==> config.mk <==
export PLATFORM = sky130hd
export DESIGN_NAME = kpc_ctrl
export DESIGN_NICKNAME = d
export VERILOG_FILES = /design/src/sv/kpc_pkg.sv /design/src/sv/kpc_ctrl.sv
export SDC_FILE = /design/constraint.sdc
export NUM_CORES = 1
export LEC_CHECK = 0
export BUFFER_PORTS_ARGS = -buffer_cell sky130_fd_sc_hd__buf_4
export CORE_AREA = 3 3 40 42
export DETAILED_ROUTE_END_ITERATION = 6
export DIE_AREA = 0 0 43 45
export GPL_ROUTABILITY_DRIVEN = 0
export PLACE_DENSITY = 0.32
export SYNTH_ARGS = -nofsm -noshare
export SYNTH_HDL_FRONTEND = slang
export SYNTH_SLANG_ARGS = --single-unit
==> constraint.sdc <==
create_clock -name clk -period 1.58 [get_ports clk]
set_input_delay 0.079 -clock clk [delete_from_list [all_inputs] [get_ports clk]]
set_output_delay 0.079 -clock clk [all_outputs]
set_load 0.02 [all_outputs]
==> src/sv/kpc_pkg.sv <==
`timescale 1ns / 1ps
package kpc_pkg;

	localparam logic [1:0] ACT_LOOKUP = 2'd0;
	localparam logic [1:0] ACT_STORE  = 2'd1;
	localparam logic [1:0] ACT_CLEAR  = 2'd2;

	localparam logic [7:0] CFG_CAPACITY = 8'd0;
	localparam logic [7:0] CFG_HOT      = 8'd1;

	localparam logic [5:0]  CAP_RESET = 6'd32;
	localparam logic [31:0] HOT_RESET = 32'h0000_2710;

	typedef enum logic [3:0] {
		ST_IDLE = 4'b0001,
		ST_CMP  = 4'b0010,
		ST_UPD  = 4'b0100,
		ST_OUT  = 4'b1000
	} kpc_state_t;

	typedef struct packed {
		logic load;
		logic cmp;
		logic upd;
	} kpc_cmd_t;

endpackage

==> src/sv/kpc_ctrl.sv <==
`timescale 1ns / 1ps
module kpc_ctrl (
	input  logic               clk,
	input  logic               arst_n,
	input  logic               in_valid,
	output logic               in_ready,
	output logic               out_valid,
	input  logic               out_ready,
	output kpc_pkg::kpc_cmd_t  cmd
);
	import kpc_pkg::*;

	kpc_state_t state_q, state_d;

	always_comb begin
		state_d = state_q;
		unique case (state_q)
			ST_IDLE: if (in_valid) state_d = ST_CMP;
			ST_CMP:  state_d = ST_UPD;
			ST_UPD:  state_d = ST_OUT;
			ST_OUT:  if (out_ready) state_d = ST_IDLE;
			default: state_d = ST_IDLE;
		endcase
	end

	always_ff @(posedge clk or negedge arst_n) begin
		if (!arst_n) begin
			state_q <= ST_IDLE;
		end else begin
			state_q <= state_d;
		end
	end

	assign in_ready  = (state_q == ST_IDLE);
	assign out_valid = (state_q == ST_OUT);
	assign cmd.load  = in_valid && (state_q == ST_IDLE);
	assign cmd.cmp   = (state_q == ST_CMP);
	assign cmd.upd   = (state_q == ST_UPD);

endmodule

== Yosys cells after proc, flatten, opt, wreduce, memory -nomap -nowiden ==
Cells that the tools add are included.

* Word-level logic and storage cells: 12
* Bits in registers: 4
* Input bits: 4
* Output and inout bits: 5

* Mux-type cells: 3
* Reduce and logical (&&, ||, !) cells: 2
* Equal/unequal tests: 6

{| class="wikitable"
|+ Operator list
! kind !! count
|-
| $pmux W4 S4 || 1
|-
| $mux W4 || 2
|-
| $eq A4 B1 Y1 const B || 1
|-
| $eq A4 B2 Y1 const B || 1
|-
| $eq A4 B3 Y1 const B || 1
|-
| $eq A4 B4 Y1 const B || 1
|-
| $ne A2 B1 Y1 const B || 1
|-
| $ne A2 B2 Y1 const B || 1
|-
| $reduce_and A2 Y1 || 1
|-
| $logic_and A1 B1 Y1 || 1
|}

== Logic depth before layout (Yosys ltp) ==
* Depth after elaboration: 3
* Mapped depth: 3
* Mapped depth without buffers: 3

== Worst setup path before layout ==
Ideal clock, no wire load.

* Path type: flip-flop to output port
* Start: reg state_q[0]
* End: out cmd[2] in the netlist's numbering
* Buffers on the path: 0
* Setup slack: -236 ps
* Cell stages (with the launch flop): 3
* Data required time: 1501 ps
* Arrival: 1737 ps
* Path through: dfstp_2 nor4b_1 and2_1

{| class="wikitable"
|+ RTL lines
! what !! RTL line !! text
|-
| start: declaration || kpc_ctrl.sv:13 || <nowiki>kpc_state_t state_q, state_d;</nowiki>
|-
| start signal: assignment || kpc_ctrl.sv:30 || <nowiki>state_q <= state_d;</nowiki>
|-
| end: declaration || kpc_ctrl.sv:9 || <nowiki>output kpc_pkg::kpc_cmd_t cmd</nowiki>
|}

==> flow_metrics.py <==
metrics = {
    "floorplan": {
        "die-area_um2": 1940,
        "start_util_pct": 17.0,
        "core-area_um2": 1280,
        "top_level_ports": 9,
        "die_h_um": 45,
        "die_w_um": 43,
        "rows": 13,
    },
    "sta": {
        "slew_violations": 0,
        "period_minus_slack_ns": 1.44,
        "timing.final.hold_violations": 0,
        "max_freq_mhz": 696,
        "fin_tns_setup_ns": 0,
        "clock-skew-final_ns": 0.000489,
        "rsz0062_at_grt": "false",
        "maxSlewHeadroom_pct": 80.1,
        "worst_pin_slew_ns": 0.299,
        "fin_ws_ns": 0.144,
        "fin_crit_sh_pct": 90.9,
        "finalSetupViolations": 0,
    },
    "final_layout": {
        "layout_common_cells": "8 x buf_4, 3 x clkbuf_4, 2 x nor3b_1, 2 x and2_1, 2 x dfrtp_1",
        "nets": 37,
        "multi_input_comb_area_um2": 125,
        "top_regs": "state_q (4)",
        "synthToLayoutAreaGrowth_pct": 56.6,
        "largest_reg_flops": 4,
        "seq_area_um2": 103,
        "diodes": 0,
        "fillerInstances": 136,
        "layout_commonest_cell": "buf_4",
        "layout-drive-gt1-share_pct": 43.8,
        "top_register": "state_q",
    },
    "yosys": {
        "syn_area_um2": 219,
        "synth_nets": 24,
        "yosysSeqAreaShare_pct": 46.3,
        "synth.top_cell.area_share_pct": 34.3,
        "synthAdderAreaFrac_pct": 0,
        "synth_simple_gate_area_share_pct": 36.6,
        "synth_compound_area_share_pct": 13.7,
        "synthXorXnorAreaFrac_pct": 0,
        "synth_area_leaders": "dfrtp_1 34%, dfstp_2 12%, nor4b_1 8.0%",
        "ys.warnings.count": 0,
        "synthDistinctLibCells": 15,
        "synth_top_family_by_area": "simple AND/OR/NAND/NOR gates",
        "synth.mux.area_fraction_pct": 0,
        "ys_ff_latch": 4,
        "syn_area_per_cell_um2": 10.9,
        "yosysTopAreaCell": "dfrtp_1",
        "syn_inst": 20,
    },
    "flow_run": {
        "maxCapViolCount": 0,
    },
    "power": {
        "ir_drop_v": 0.000854,
        "p_int_w": 0.000377,
        "p_sw_w": 0.000221,
        "sw_frac_of_total_pct": 37.0,
        "clkPwrFrac_pct": 23.5,
        "p_leak_nw": 0.148,
        "combinationalPowerShare_pct": 40.4,
        "powerDensity_nw_per_um2": 1750,
        "design_power_total_w": 0.000599,
        "power_frac_seq_pct": 36.1,
    },
    "clocking": {
        "cts.clk_slew.worst_paths_ns": 0.04,
        "cts_sinks": 4,
        "cts_root_buf": "clkbuf_4",
        "cts_tree": "yes",
        "numCtsBuffers": 3,
        "clk_path_buf_depth": 2,
        "clk_latency_ns": 0.23,
        "htree_levels": 1,
    },
    "drt": {
        "drt-wirelength-per-cell_um": 11.4,
        "ant_nets": 0,
        "avgViaCountPerCell": 4.38,
        "drt_iter0_drc": 0,
        "vias": 206,
        "finalWirelength_um": 534,
        "route.detailed.drc": 0,
        "dr.pass1.iters": 1,
    },
    "critical_path": {
        "critical_path_class": "flip-flop to output port",
        "crit_fanout": 8,
        "end_kind": "output port",
        "cp.arrival_ns": 1.36,
        "r2r_setup_slack_ns": 0.32,
        "startpoint_type": "flip-flop",
        "critPathRequiredTime_ns": 1.50,
    },
    "global_route": {
        "grt_pass1_wl_um": 1040,
        "globalRouteOverflowTotal": 0,
        "antenna_found_initial": 0,
        "grt_pass1_vias": 223,
        "grt_start_max_net_pins": 9,
        "grtUsageTotal_pct": 7.51,
    },
    "place": {
        "dpl_worst_slack_ns": 0.331,
        "port-buffer-count": 8,
    },
    "min_path": {
        "hp-class": "input port to flip-flop",
    },
    "outcome": {
        "outcome": "finished clean",
    },
}
## critical path, cell delays in order (launching register included)
cell and delay (ns):
dfstp_2 0.59, nor4b_4 0.24, and2_1 0.16, buf_4 0.13
## per-layer routing
layer  track usage, %  wire length [µm]  vias up
li1                 -                 -      102
met1             8.72               239       91
met2             9.88               216       11
met3             5.98                65        2
met4             3.61                12        0
met5                0                 0        -
## per-stage QoR
step / cell area (µm²) / hold slack, ns / std cells / util [%]
floorplan: 225 / -0.217 / 20 / -
CTS: 333 / 0.0682 / 47 / 25.9
global route: 343 / 0.0604 / 47 / 26.7
detailed placement: 297 / -0.124 / 42 / 23.1
global placement: 297 / -0.124 / 42 / 23.1
finish: 343 / 0.0728 / 47 / 26.7
## path summary, 6_finish.rpt
kind                              endpoint       start  cells past startpoint
worst max-delay path                cmd[2]  state_q[0]                      3
worst min-delay path            state_q[1]    in_valid                      2
worst max register to register  state_q[0]  state_q[2]                      2
worst min register to register  state_q[3]  state_q[1]                      1
max in group asynchronous       state_q[0]      arst_n                      2
min in group asynchronous       state_q[3]      arst_n                      2
## synthesized netlist by cell type
| master | instances |
|---|---|
| a211oi_1 | 1 |
| and2_1 | 2 |
| and3b_1 | 1 |
| buf_4 | 1 |
| dfrtp_1 | 3 |
| dfstp_2 | 1 |
| nand2b_1 | 1 |
| nor2b_1 | 1 |
| nor3_1 | 1 |
| nor3b_1 | 2 |
| nor4b_1 | 2 |
| o21ai_0 | 1 |
| o31ai_1 | 1 |
| o32a_1 | 1 |
| or3b_1 | 1 |
## power groups by stage
| stage | clock [W] | combinational [W] | sequential [W] |
|---|---|---|---|
| floorplan | 0 | 0.000155 | 0.000189 |
| global placement | 0 | 0.000228 | 0.000213 |
| detailed placement | 0 | 0.000228 | 0.000211 |
| CTS | 0.000147 | 0.000231 | 0.000210 |
| global route | 0.000163 | 0.000266 | 0.000228 |
| finish | 0.000141 | 0.000242 | 0.000216 |
## repair_timing
item | 4_1_cts | 5_1_grt
setup endpoints to repair | 0 | 1
resized for setup | 0 | 2
hold buffers | 1 | 0
hold endpoints to repair | 4 | 0
setup buffers | 0 | 0
## cell type report
| class | count | area share [%] |
|---|---|---|
| Clock buffer | 4 | 7.66 |
| Multi-Input combinational cell | 15 | 36.5 |
| Tap cell | 15 | 5.47 |
| Sequential cell | 4 | 29.9 |
| Timing Repair Buffer | 9 | 20.4 |
## logic make-up after synthesis
| family | after synthesis |
|---|---|
| AO/OA/AOI/OAI | 4 |
| buffers and inverters | 1 |
| flip-flops | 4 |
| AND/OR/NAND/NOR | 11 |
(Power assumes the default switching activity.)
